==> src/sv/ffa_pkg.sv <==
package ffa_pkg;

    localparam int MaxRegions = 16;
    localparam logic [15:0] DefaultUnits = 16'd1000;

    typedef enum logic [1:0] {
        FUNC_ALLOC  = 2'd0,
        FUNC_FREE   = 2'd1,
        FUNC_DEFRAG = 2'd2,
        FUNC_INIT   = 2'd3
    } func_t;

    localparam logic [3:0] STS_SPLIT     = 4'd0;
    localparam logic [3:0] STS_EXACT     = 4'd1;
    localparam logic [3:0] STS_BAD_SIZE  = 4'd2;
    localparam logic [3:0] STS_NO_FIT    = 4'd3;
    localparam logic [3:0] STS_FREED     = 4'd4;
    localparam logic [3:0] STS_NO_OWNER  = 4'd5;
    localparam logic [3:0] STS_DEFRAG    = 4'd6;
    localparam logic [3:0] STS_DEF_EMPTY = 4'd7;
    localparam logic [3:0] STS_FULL      = 4'd8;
    localparam logic [3:0] STS_INIT      = 4'd9;

    typedef struct packed {
        logic [1:0]         func;
        logic [15:0]        owner_id;
        logic signed [15:0] request_size;
    } req_t;

    typedef struct packed {
        logic [3:0]  status;
        logic [15:0] region_address;
        logic [15:0] region_size;
    } rsp_t;

    typedef struct packed {
        logic [15:0] start;
        logic [15:0] length;
        logic [15:0] owner;
    } entry_t;

    typedef enum logic [1:0] {
        CELL_HOLD  = 2'd0,
        CELL_RIGHT = 2'd1,
        CELL_LEFT  = 2'd2,
        CELL_LOAD  = 2'd3
    } cell_op_t;

    typedef enum logic [2:0] {
        LIST_HOLD = 3'd0,
        LIST_ROT  = 3'd1,
        LIST_DROP = 3'd2,
        LIST_PUSH = 3'd3,
        LIST_SET  = 3'd4
    } list_op_t;

    typedef struct packed {
        list_op_t op;
        entry_t   data;
        logic     set_one;
    } list_ctl_t;

endpackage

==> src/sv/first_fit_allocator_with_compaction.sv <==
// Channel  | Ports                         | Payload
// ---------+-------------------------------+--------------------------------
// command  | s_valid s_ready s_data        | func, owner_id, request_size
// result   | m_valid m_ready m_data        | status, region_address, region_size
// config   | cfg_valid cfg_ready cfg_data  | memory_units
//
// One command at a time: accept, then a pass over each entry of the scanned list
// (free list for allocate, allocated list for free and defrag), then a commit;
// init, rejected commands and commands on an empty list skip the pass.
// The pass rotates the scanned list through its chain of list cells.
// Reset leaves one free region of 1000 units at address 0.
// A commit waits while the previous result is held on m_data.
module first_fit_allocator_with_compaction #(
    parameter int MAX_REGIONS = ffa_pkg::MaxRegions
) (
    input  logic          aclk,
    input  logic          aresetn,
    input  logic          s_valid,
    output logic          s_ready,
    input  ffa_pkg::req_t s_data,
    output logic          m_valid,
    input  logic          m_ready,
    output ffa_pkg::rsp_t m_data,
    input  logic          cfg_valid,
    output logic          cfg_ready,
    input  logic [15:0]   cfg_data
);
    import ffa_pkg::*;

    localparam int CW = $clog2(MAX_REGIONS + 1);
    localparam entry_t FreeRst = '{start: 16'd0, length: DefaultUnits, owner: 16'd0};

    typedef enum logic [2:0] {
        S_IDLE   = 3'b001,
        S_PASS   = 3'b010,
        S_FINISH = 3'b100
    } state_t;

    state_t        state_reg, state_next;
    func_t         func_reg, func_next;
    logic [15:0]   pid_reg, pid_next;
    logic [15:0]   raw_reg, raw_next;
    logic [CW-1:0] step_reg, step_next;
    logic          found_reg, found_next;
    logic          full_reg, full_next;
    logic          early_reg, early_next;
    logic [3:0]    early_sts_reg, early_sts_next;
    logic [15:0]   fnd_start_reg, fnd_start_next;
    logic [15:0]   fnd_len_reg, fnd_len_next;
    logic [15:0]   pos_reg, pos_next;
    logic [15:0]   spare_reg, spare_next;
    logic [15:0]   total_reg, total_next;
    logic [15:0]   units_reg;
    logic          m_valid_reg, m_valid_next;
    rsp_t          m_data_reg, m_data_next;

    list_ctl_t     free_ctl, alloc_ctl;
    entry_t        free_top, alloc_head, head;
    logic [CW-1:0] free_cnt, alloc_cnt;
    logic          table_full;
    logic [15:0]   raw_in;
    logic [15:0]   spare_in;

    ffa_list #(
        .MAX_REGIONS(MAX_REGIONS),
        .RST_ONE    (1'b1),
        .RST_ENTRY  (FreeRst)
    ) u_free (
        .aclk   (aclk),
        .aresetn(aresetn),
        .ctl    (free_ctl),
        .head   (free_top),
        .count  (free_cnt)
    );

    ffa_list #(
        .MAX_REGIONS(MAX_REGIONS),
        .RST_ONE    (1'b0),
        .RST_ENTRY  ('0)
    ) u_alloc (
        .aclk   (aclk),
        .aresetn(aresetn),
        .ctl    (alloc_ctl),
        .head   (alloc_head),
        .count  (alloc_cnt)
    );

    assign s_ready    = (state_reg == S_IDLE);
    assign cfg_ready  = 1'b1;
    assign m_valid    = m_valid_reg;
    assign m_data     = m_data_reg;
    assign head       = (func_reg == FUNC_ALLOC) ? free_top : alloc_head;
    assign table_full = ({1'b0, free_cnt} + {1'b0, alloc_cnt}) >= (CW+1)'(MAX_REGIONS);
    assign raw_in     = s_data.request_size;
    assign spare_in   = (total_reg < units_reg) ? units_reg - total_reg : 16'd0;

    always_comb begin
        state_next     = state_reg;
        func_next      = func_reg;
        pid_next       = pid_reg;
        raw_next       = raw_reg;
        step_next      = step_reg;
        found_next     = found_reg;
        full_next      = full_reg;
        early_next     = early_reg;
        early_sts_next = early_sts_reg;
        fnd_start_next = fnd_start_reg;
        fnd_len_next   = fnd_len_reg;
        pos_next       = pos_reg;
        spare_next     = spare_reg;
        total_next     = total_reg;
        m_valid_next   = m_valid_reg && !m_ready;
        m_data_next    = m_data_reg;
        free_ctl       = '{op: LIST_HOLD, data: '0, set_one: 1'b0};
        alloc_ctl      = '{op: LIST_HOLD, data: '0, set_one: 1'b0};

        unique case (state_reg)
            S_IDLE: begin
                if (s_valid) begin
                    func_next      = func_t'(s_data.func);
                    pid_next       = s_data.owner_id;
                    raw_next       = raw_in;
                    found_next     = 1'b0;
                    full_next      = 1'b0;
                    early_next     = 1'b0;
                    early_sts_next = STS_BAD_SIZE;
                    pos_next       = 16'd0;
                    spare_next     = spare_in;
                    state_next     = S_FINISH;
                    unique case (func_t'(s_data.func))
                        FUNC_ALLOC: begin
                            if (raw_in == 16'd0 || raw_in[15]) begin
                                early_next = 1'b1;
                            end else if (free_cnt != '0) begin
                                step_next  = free_cnt;
                                state_next = S_PASS;
                            end
                        end
                        FUNC_FREE: begin
                            if (alloc_cnt != '0) begin
                                step_next  = alloc_cnt;
                                state_next = S_PASS;
                            end
                        end
                        FUNC_DEFRAG: begin
                            if (alloc_cnt == '0) begin
                                early_next     = 1'b1;
                                early_sts_next = STS_DEF_EMPTY;
                            end else if (spare_in != 16'd0 &&
                                         alloc_cnt == CW'(MAX_REGIONS)) begin
                                early_next     = 1'b1;
                                early_sts_next = STS_FULL;
                            end else begin
                                step_next  = alloc_cnt;
                                state_next = S_PASS;
                            end
                        end
                        default: begin
                        end
                    endcase
                end
            end
            S_PASS: begin
                unique case (func_reg)
                    FUNC_ALLOC: begin
                        free_ctl = '{op: LIST_ROT, data: head, set_one: 1'b0};
                        if (!found_reg && head.length >= raw_reg) begin
                            found_next = 1'b1;
                            if (head.length != raw_reg && table_full) begin
                                full_next = 1'b1;
                            end else begin
                                free_ctl.op    = LIST_DROP;
                                fnd_start_next = head.start;
                                fnd_len_next   = head.length;
                            end
                        end
                    end
                    FUNC_FREE: begin
                        alloc_ctl = '{op: LIST_ROT, data: head, set_one: 1'b0};
                        if (!found_reg && head.owner == pid_reg) begin
                            found_next     = 1'b1;
                            alloc_ctl.op   = LIST_DROP;
                            fnd_start_next = head.start;
                            fnd_len_next   = head.length;
                        end
                    end
                    default: begin
                        alloc_ctl = '{op: LIST_ROT,
                                      data: '{start: pos_reg, length: head.length,
                                              owner: head.owner},
                                      set_one: 1'b0};
                        pos_next  = pos_reg + head.length;
                    end
                endcase
                step_next = step_reg - CW'(1);
                if (step_reg == CW'(1)) state_next = S_FINISH;
            end
            S_FINISH: begin
                if (!m_valid_reg || m_ready) begin
                    m_valid_next = 1'b1;
                    m_data_next  = '0;
                    state_next   = S_IDLE;
                    if (early_reg) begin
                        m_data_next.status = early_sts_reg;
                    end else begin
                        unique case (func_reg)
                            FUNC_ALLOC: begin
                                if (full_reg) begin
                                    m_data_next.status = STS_FULL;
                                end else if (found_reg) begin
                                    m_data_next = '{status: STS_EXACT,
                                                    region_address: fnd_start_reg,
                                                    region_size: raw_reg};
                                    if (fnd_len_reg != raw_reg) begin
                                        m_data_next.status = STS_SPLIT;
                                        free_ctl = '{op: LIST_PUSH,
                                                     data: '{start: fnd_start_reg + raw_reg,
                                                             length: fnd_len_reg - raw_reg,
                                                             owner: 16'd0},
                                                     set_one: 1'b0};
                                    end
                                    alloc_ctl = '{op: LIST_PUSH,
                                                  data: '{start: fnd_start_reg,
                                                          length: raw_reg, owner: pid_reg},
                                                  set_one: 1'b0};
                                    total_next = total_reg + raw_reg;
                                end else begin
                                    m_data_next.status = STS_NO_FIT;
                                end
                            end
                            FUNC_FREE: begin
                                if (found_reg) begin
                                    m_data_next = '{status: STS_FREED,
                                                    region_address: fnd_start_reg,
                                                    region_size: fnd_len_reg};
                                    free_ctl = '{op: LIST_PUSH,
                                                 data: '{start: fnd_start_reg,
                                                         length: fnd_len_reg, owner: 16'd0},
                                                 set_one: 1'b0};
                                    total_next = total_reg - fnd_len_reg;
                                end else begin
                                    m_data_next.status = STS_NO_OWNER;
                                end
                            end
                            FUNC_DEFRAG: begin
                                m_data_next = '{status: STS_DEFRAG, region_address: pos_reg,
                                                region_size: spare_reg};
                                free_ctl = '{op: LIST_SET,
                                             data: '{start: pos_reg, length: spare_reg,
                                                     owner: 16'd0},
                                             set_one: (spare_reg != 16'd0)};
                            end
                            default: begin
                                m_data_next = '{status: STS_INIT, region_address: 16'd0,
                                                region_size: units_reg};
                                free_ctl = '{op: LIST_SET,
                                             data: '{start: 16'd0, length: units_reg,
                                                     owner: 16'd0},
                                             set_one: 1'b1};
                                alloc_ctl  = '{op: LIST_SET, data: '0, set_one: 1'b0};
                                total_next = 16'd0;
                            end
                        endcase
                    end
                end
            end
            default: state_next = S_IDLE;
        endcase
    end

    always_ff @(posedge aclk) begin
        if (!aresetn) begin
            state_reg   <= S_IDLE;
            m_valid_reg <= 1'b0;
            total_reg   <= 16'd0;
            units_reg   <= DefaultUnits;
            found_reg   <= 1'b0;
            full_reg    <= 1'b0;
            early_reg   <= 1'b0;
            step_reg    <= '0;
        end else begin
            state_reg   <= state_next;
            m_valid_reg <= m_valid_next;
            total_reg   <= total_next;
            found_reg   <= found_next;
            full_reg    <= full_next;
            early_reg   <= early_next;
            step_reg    <= step_next;
            if (cfg_valid) units_reg <= cfg_data;
        end
    end

    always_ff @(posedge aclk) begin
        func_reg      <= func_next;
        pid_reg       <= pid_next;
        raw_reg       <= raw_next;
        early_sts_reg <= early_sts_next;
        fnd_start_reg <= fnd_start_next;
        fnd_len_reg   <= fnd_len_next;
        pos_reg       <= pos_next;
        spare_reg     <= spare_next;
        m_data_reg    <= m_data_next;
    end

`ifndef ASSERT_OFF
    a_count_bound: assert property (@(posedge aclk) disable iff (!aresetn)
        ({1'b0, free_cnt} + {1'b0, alloc_cnt}) <= (CW+1)'(MAX_REGIONS))
        else $error("region count exceeds table size");
    a_pass_step: assert property (@(posedge aclk) disable iff (!aresetn)
        (state_reg == S_PASS) |-> (step_reg != '0))
        else $error("pass running with zero steps");
    a_busy_after_accept: assert property (@(posedge aclk) disable iff (!aresetn)
        (s_valid && s_ready) |=> !s_ready)
        else $error("command taken while busy");
    a_full_found: assert property (@(posedge aclk) disable iff (!aresetn)
        full_reg |-> found_reg)
        else $error("table full without fitting region");
`endif

endmodule

==> src/sv/ffa_cell.sv <==
module ffa_cell #(
    parameter ffa_pkg::entry_t RST_VAL = '0
) (
    input  logic              aclk,
    input  logic              aresetn,
    input  ffa_pkg::cell_op_t op,
    input  ffa_pkg::entry_t   left_in,
    input  ffa_pkg::entry_t   right_in,
    input  ffa_pkg::entry_t   load_in,
    output ffa_pkg::entry_t   q
);
    import ffa_pkg::*;

    entry_t data_reg;

    always_ff @(posedge aclk) begin
        if (!aresetn) begin
            data_reg <= RST_VAL;
        end else begin
            unique case (op)
                CELL_HOLD:  data_reg <= data_reg;
                CELL_RIGHT: data_reg <= right_in;
                CELL_LEFT:  data_reg <= left_in;
                CELL_LOAD:  data_reg <= load_in;
                default:    data_reg <= data_reg;
            endcase
        end
    end

    assign q = data_reg;

endmodule

==> src/sv/ffa_list.sv <==
module ffa_list #(
    parameter int              MAX_REGIONS = ffa_pkg::MaxRegions,
    parameter bit              RST_ONE     = 1'b0,
    parameter ffa_pkg::entry_t RST_ENTRY   = '0
) (
    input  logic                             aclk,
    input  logic                             aresetn,
    input  ffa_pkg::list_ctl_t               ctl,
    output ffa_pkg::entry_t                  head,
    output logic [$clog2(MAX_REGIONS+1)-1:0] count
);
    import ffa_pkg::*;

    localparam int CW = $clog2(MAX_REGIONS + 1);

    logic [CW-1:0] count_reg;
    logic [CW-1:0] count_next;
    entry_t        q      [MAX_REGIONS];
    cell_op_t      cop    [MAX_REGIONS];

    always_comb begin
        unique case (ctl.op)
            LIST_DROP: count_next = count_reg - CW'(1);
            LIST_PUSH: count_next = count_reg + CW'(1);
            LIST_SET:  count_next = CW'(ctl.set_one);
            default:   count_next = count_reg;
        endcase
    end

    always_ff @(posedge aclk) begin
        if (!aresetn) begin
            count_reg <= CW'(RST_ONE);
        end else begin
            count_reg <= count_next;
        end
    end

    for (genvar k = 0; k < MAX_REGIONS; k++) begin : g_cell
        entry_t left_w;
        entry_t right_w;

        if (k == 0) begin : g_first
            assign left_w = '0;
        end else begin : g_mid
            assign left_w = q[k-1];
        end
        if (k == MAX_REGIONS - 1) begin : g_last
            assign right_w = q[k];
        end else begin : g_body
            assign right_w = q[k+1];
        end

        always_comb begin
            unique case (ctl.op)
                LIST_ROT: begin
                    if (CW'(k + 1) < count_reg) cop[k] = CELL_RIGHT;
                    else if (CW'(k + 1) == count_reg) cop[k] = CELL_LOAD;
                    else cop[k] = CELL_HOLD;
                end
                LIST_DROP: cop[k] = CELL_RIGHT;
                LIST_PUSH: cop[k] = (k == 0) ? CELL_LOAD : CELL_LEFT;
                LIST_SET:  cop[k] = (k == 0) ? CELL_LOAD : CELL_HOLD;
                default:   cop[k] = CELL_HOLD;
            endcase
        end

        ffa_cell #(
            .RST_VAL(RST_ENTRY)
        ) u_cell (
            .aclk    (aclk),
            .aresetn (aresetn),
            .op      (cop[k]),
            .left_in (left_w),
            .right_in(right_w),
            .load_in (ctl.data),
            .q       (q[k])
        );
    end

    assign head  = q[0];
    assign count = count_reg;

endmodule

==> config.mk <==
export PLATFORM = sky130hd
export DESIGN_NAME = first_fit_allocator_with_compaction
export DESIGN_NICKNAME = d
export VERILOG_FILES = /design/src/sv/ffa_pkg.sv /design/src/sv/first_fit_allocator_with_compaction.sv /design/src/sv/ffa_cell.sv /design/src/sv/ffa_list.sv
export SDC_FILE = /design/constraint.sdc
export NUM_CORES = 2
export LEC_CHECK = 0
export BUFFER_PORTS_ARGS = -buffer_cell sky130_fd_sc_hd__buf_2
export CORE_MARGIN = 1
export CORE_UTILIZATION = 25
export DETAILED_ROUTE_END_ITERATION = 8
export GPL_ROUTABILITY_DRIVEN = 0
export PLACE_DENSITY_LB_ADDON = 0.1
export SETUP_SLACK_MARGIN = 0.15
export SLEW_MARGIN = 40
export SYNTH_ARGS = -nofsm -noshare
export SYNTH_HDL_FRONTEND = slang
export SYNTH_SLANG_ARGS = --single-unit
==> constraint.sdc <==
create_clock -name aclk -period 11.25 [get_ports aclk]
set_input_delay 2.8125 -clock aclk [delete_from_list [all_inputs] [get_ports aclk]]
set_output_delay 2.8125 -clock aclk [all_outputs]
set_load 0.05 [all_outputs]
# Yosys cells after proc, flatten, opt, wreduce, memory -nomap -nowiden
# Cells that the tools add are included.
totals:
  ff_bits: 1728
  in_bits: 55
  output_inout_bits: 39
  word_cells: 618
op_classes:
  add_sub_neg: 12
  n_lt_le_gt_ge: 35
  n_eq_ne: 170
  muxes: 210
  bitwise_logic: 3
  n_reduce_logical: 70
op_table:
  columns: ["op", "n"]
  rows:
  - ["$pmux W48 S3", 30]
  - ["$mux W52", 6]
  - ["$pmux W52 S2", 3]
  - ["$mux W51", 5]
  - ["$mux W16", 12]
  - ["$pmux W2 S3", 32]
  - ["$pmux W48 S2", 2]
  - ["$pmux W52 S3", 1]
  - ["$mux W2", 68]
  - ["$eq A2 B2 Y1 const B", 66]
  - ["$pmux W36 S3", 1]
  - ["$pmux W51 S2", 1]
  - ["$mux W32", 3]
  - ["$pmux W16 S2", 3]
  - ["$eq A4 B5 Y1 const A", 16]
  - ["$lt A4 B5 Y1 const A", 16]
  - ["$eq A2 B1 Y1 const B", 34]
  - ["$logic_not A2 Y1", 34]
  - ["$add A16 B16 Y16", 3]
  - ["$mux W48", 1]
  - ["$pmux W16 S3", 1]
  - ["$sub A16 B16 Y16", 3]
  - ["$pmux W5 S3", 3]
  - ["$eq A3 B5 Y1 const A", 8]
  - ["47 further kinds", 148]

# Logic depth before layout (Yosys ltp)
depth:
  ltp_word: 13
  ltp_mapped: 22
  ltp_nobuf: 17

# Modules after synthesis
# Synthesis repeated with hierarchy kept, for this count alone.
unflattened:
  hier_cells: 8634
  hier_area_um2: 94051.5
by_module_without_submodules:
  columns: ["mod", "instances", "cells_per_inst", "area_per_inst_um2", "seq_area_each_um2"]
  rows:
  - ["ffa_cell at u_free.g_cell[0].u_cell ...", 16, 208, 2466.1, 960.9]
  - ["ffa_cell at u_alloc.g_cell[0].u_cell ...", 16, 215, 2423.6, 960.9]
  - ["first_fit_allocator_with_compaction", 1, 1564, 13914.6, 4994.8]
  - ["ffa_list at u_alloc", 1, 151, 952.2, 100.1]
  - ["ffa_list at u_free", 1, 151, 949.7, 100.1]

# Least setup slack after synthesis
# Ideal clock, no wire load.
synth_timing:
  kind: "reg-to-reg"
  startpoint: "reg func_reg[1]"
  endpoint: "reg fnd_len_reg[0], enable pin"
  setup_ps: 595
  arrival_ps: 9075
  t_required_ps: 10655
  slack_ps: 1580
  stages_incl_launch_ff: 16
  n_path_buf: 5
  period_less_slack_ps: 9670
  cell_sequence: "edfxtp_1 > inv_1 > ha_1 > buf_2 > buf_2 > clkbuf_1 > buf_1 > mux2_2 > ha_1 > nand4_1 > or4_1 > and3b_1 > a21oi_1 > nand3_1 > clkbuf_1 > a2111oi_0"
synth_rtl:
  columns: ["element", "line_no", "source"]
  rows:
  - ["start, declared", "first_fit_allocator_with_compaction.sv:40", "func_t func_reg, func_next;"]
  - ["start signal, assigned", "first_fit_allocator_with_compaction.sv:294", "func_reg <= func_next;"]
  - ["end signal, assigned", "first_fit_allocator_with_compaction.sv:299", "fnd_len_reg <= fnd_len_next;"]
  - ["end, declared", "first_fit_allocator_with_compaction.sv:49", "logic [15:0] fnd_len_reg, fnd_len_next;"]

==> flow_metrics.env <==
export IMPL_rows=215
export IMPL_peakVddDrop_v=0.0001068
export IMPL_synth_top_family_by_area="compound AO/OA/AOI/OAI gates"
export IMPL_power_density_mw_per_mm2=139.9
export IMPL_finalHoldViolCount=0
export IMPL_async_flop_share_pct=0
export IMPL_synth_cell_types=83
export IMPL_rsz0062_at_grt="no"
export IMPL_die_height_um=588.7
export IMPL_synthTopCellsByArea="dfxtp_1, o21ai_0, a21oi_1"
export IMPL_syn_inst=10900
export IMPL_synth_edff_count=137
export IMPL_relSlewSlack_pct=25.45
export IMPL_ant_nets=0
export IMPL_port_buffers=92
export IMPL_core_area_mm2=0.3427
export IMPL_drt_pass1_iter_count=8
export IMPL_antenna_found_initial=30
export IMPL_post_place_cells=14680
export IMPL_ys_ff_latch=1727
export IMPL_synthAdderAreaFrac_pct=1.818
export IMPL_fin_cells=15080
export IMPL_timing_final_crit_share_pct=68.30
export IMPL_period_needed_ns=7.683
export IMPL_synth_avg_cell_area_um2=7.893
export IMPL_clock_skew_final_ns=0.07051
export IMPL_yosysTopAreaCellShare_pct=36.99
export IMPL_root_buffer="clkbuf_16"
export IMPL_overflow=0
export IMPL_clk_pin_slew_ns=0.06
export IMPL_numCtsBuffers=215
export IMPL_routedWlPerCell_um=29.89
export IMPL_grt_pass1_vias=85150
export IMPL_area_growth_pct=14.44
export IMPL_postCtsSetupBuffers=0
export IMPL_drv_slew=0
export IMPL_drc=0
export IMPL_maxCapViolCount=0
export IMPL_cp_max_fo=51
export IMPL_grt_pass1_wl_um=643500
export IMPL_reg2reg_depth=16
export IMPL_worstSkewPairLatency_ns=0.94
export IMPL_die_w_um=588.7
export IMPL_hp_start="u_alloc.g_cell[15].u_cell.q[42]"
export IMPL_grt_max_degree=194
export IMPL_drt_iter0_markers=9411
export IMPL_rr_startpoint="func_reg[1]"
export IMPL_tightest_slew_ns=1.118
export IMPL_tritoncts="done"
export IMPL_max_freq_ghz=0.1302
export IMPL_synth_most_common_cell="o21ai_0"
export IMPL_finalNetCount=10530
export IMPL_drive_above_1_share_pct=8.959
export IMPL_cts_sinks=1727
export IMPL_status="completed"
export IMPL_cts_hold_fix_buffers=0
export IMPL_synthesis_nets=11080
export IMPL_htreeDepth=4
export IMPL_hold_path_class="reg -> reg"
export IMPL_ios=94
export IMPL_cts_repair_resized=0
export IMPL_synthMuxAreaShare_pct=1.485
export IMPL_hpwl_um=279800
export IMPL_vias=88760
export IMPL_finalSetupViolations=0
export IMPL_ys_warn_count=0
export IMPL_ys_seq_area_share_pct=41.77
export IMPL_min_to="u_alloc.g_cell[15].u_cell.q[42]"
export IMPL_cp_arrival_ns=8.41
export IMPL_num_fill_cells=36630
export IMPL_dieArea_mm2=0.3465
export IMPL_ff2ff_setup_slack_ns=3.57
export IMPL_grt_use_total_pct=24.85
export IMPL_syn_cell_area_mm2=0.08604
export IMPL_wirelength_um=450700
export IMPL_yosys_area_share_simple_pct=9.961
export IMPL_yosys_top_cells_count="o21ai_0, dfxtp_1, a21oi_1"
export IMPL_synth_top_area_cell="dfxtp_1"
export IMPL_worstSetupPathType="reg -> reg"
export IMPL_cp_start_kind="flop"
export IMPL_cts_buffer_depth=4
export IMPL_synth_xor_xnor_area_share_pct=0.9670
export IMPL_ys_flop_type="dfxtp_1"
export IMPL_hold_depth=2
export IMPL_start_util_pct=25.11
export IMPL_setup_tns_ns=0
export IMPL_critPathRequiredTime_ns=11.97
export IMPL_cp_end_kind="flop"
export IMPL_power_leakage_nw=34.39
export IMPL_timing_rr_end="u_free.g_cell[0].u_cell.q[16]"
export IMPL_synth_compound_area_share_pct=38.44
export IMPL_routed_via_density=5.886
[logic make-up (layout without fill, tap and decap cells)]
group | after synthesis | after routing
mux | 123 | 123
simple gates | 2068 | 2068
fa+ha+maj | 122 | 122
buf+inv | 1236 | 849
flops | 1727 | 1727
xor+xnor | 95 | 95
compound gates | 5529 | 5529
other cells | 1 | 9
[routing by layer]
layer  vias to the layer above  GRT usage, %  wire (µm)
li1                      39440             -          -
met1                     44820         33.60     199400
met2                      3746         39.92     203600
met3                       744         3.591      29740
met4                         8         9.263      17840
met5                         -             0         59
[metrics by stage]
step / power, mW / hold WS [ns] / setup slack [ns] / cell area [µm²] / util [%]
final: 13.78 / 0.4426 / 3.567 / 98470 / 28.73
after global routing: 14.17 / 0.4711 / 3.325 / 98450 / 28.73
after CTS: 13.89 / 0.4444 / 3.613 / 98270 / 28.67
after detailed placement: 6.972 / 0.4365 / 3.672 / 91500 / 26.70
after global placement: 6.968 / 0.4307 / 3.316 / 91040 / 26.57
after floorplan: 6.718 / 0.4199 / 1.580 / 86040 / -
[how the worst max path moves through the flow]
stage                      startpoint                            end  depth (start not counted)
final                     func_reg[1]  u_free.g_cell[0].u_cell.q[16]                         16
after global routing      func_reg[1]  u_free.g_cell[0].u_cell.q[18]                         16
after CTS                 func_reg[1]  u_free.g_cell[0].u_cell.q[20]                         16
after detailed placement  func_reg[1]  u_free.g_cell[0].u_cell.q[32]                         16
after global placement        m_ready  u_free.g_cell[6].u_cell.q[21]                         14
after floorplan           func_reg[1]                 fnd_len_reg[0]                         15
[report_power, final]
group | total (mW) | leakage [nW] | internal (mW) | switching, mW
clock | 6.93 | 3.35 | 3.93 | 3.00
combinational | 0.552 | 16.9 | 0.154 | 0.398
sequential | 6.30 | 14.1 | 6.23 | 0.0638
[critical path, stage by stage (launching register included)]
cell and delay (ns):
edfxtp_1 0.44, inv_1 0.17, ha_4 0.57, buf_4 0.70, mux2i_1 0.39, inv_1 0.21
ha_1 0.34, nand4_1 0.18, or4_1 0.59, and3b_1 0.25, a21oi_1 0.50, nand4_1 0.51
nand3_1 0.38, nand3_1 0.65, buf_4 0.52, nand2_2 0.74, o22ai_1 0.20
[layout make-up]
| class | instances | area [µm²] | area share [%] |
|---|---|---|---|
| well taps | 4557 | 5702 | 5.790 |
| multi-input cells | 7938 | 46670 | 47.40 |
| clock inverters | 61 | 533.0 | 0.5413 |
| clock buffers | 320 | 6238 | 6.336 |
| flip-flops and latches | 1727 | 35950 | 36.51 |
| inverters | 84 | 322.8 | 0.3278 |
| diodes | 8 | 20.02 | 0.02033 |
| repair buffers | 384 | 3034 | 3.081 |
[cells in the final DEF, fill, tap and decap left out, drive strengths merged, types with 91 or more instances in the layout]
| cell | instances |
|---|---|
| a21oi | 1358 |
| a221oi | 173 |
| a22oi | 841 |
| a31oi | 200 |
| buf | 381 |
| clkbuf | 323 |
| dfxtp | 1590 |
| edfxtp | 137 |
| ha | 117 |
| inv | 91 |
| nand2 | 955 |
| nor2 | 740 |
| o211a | 117 |
| o211ai | 115 |
| o21ai | 2203 |
| o22ai | 138 |
Note: power is estimated with default switching activity, not from simulation.
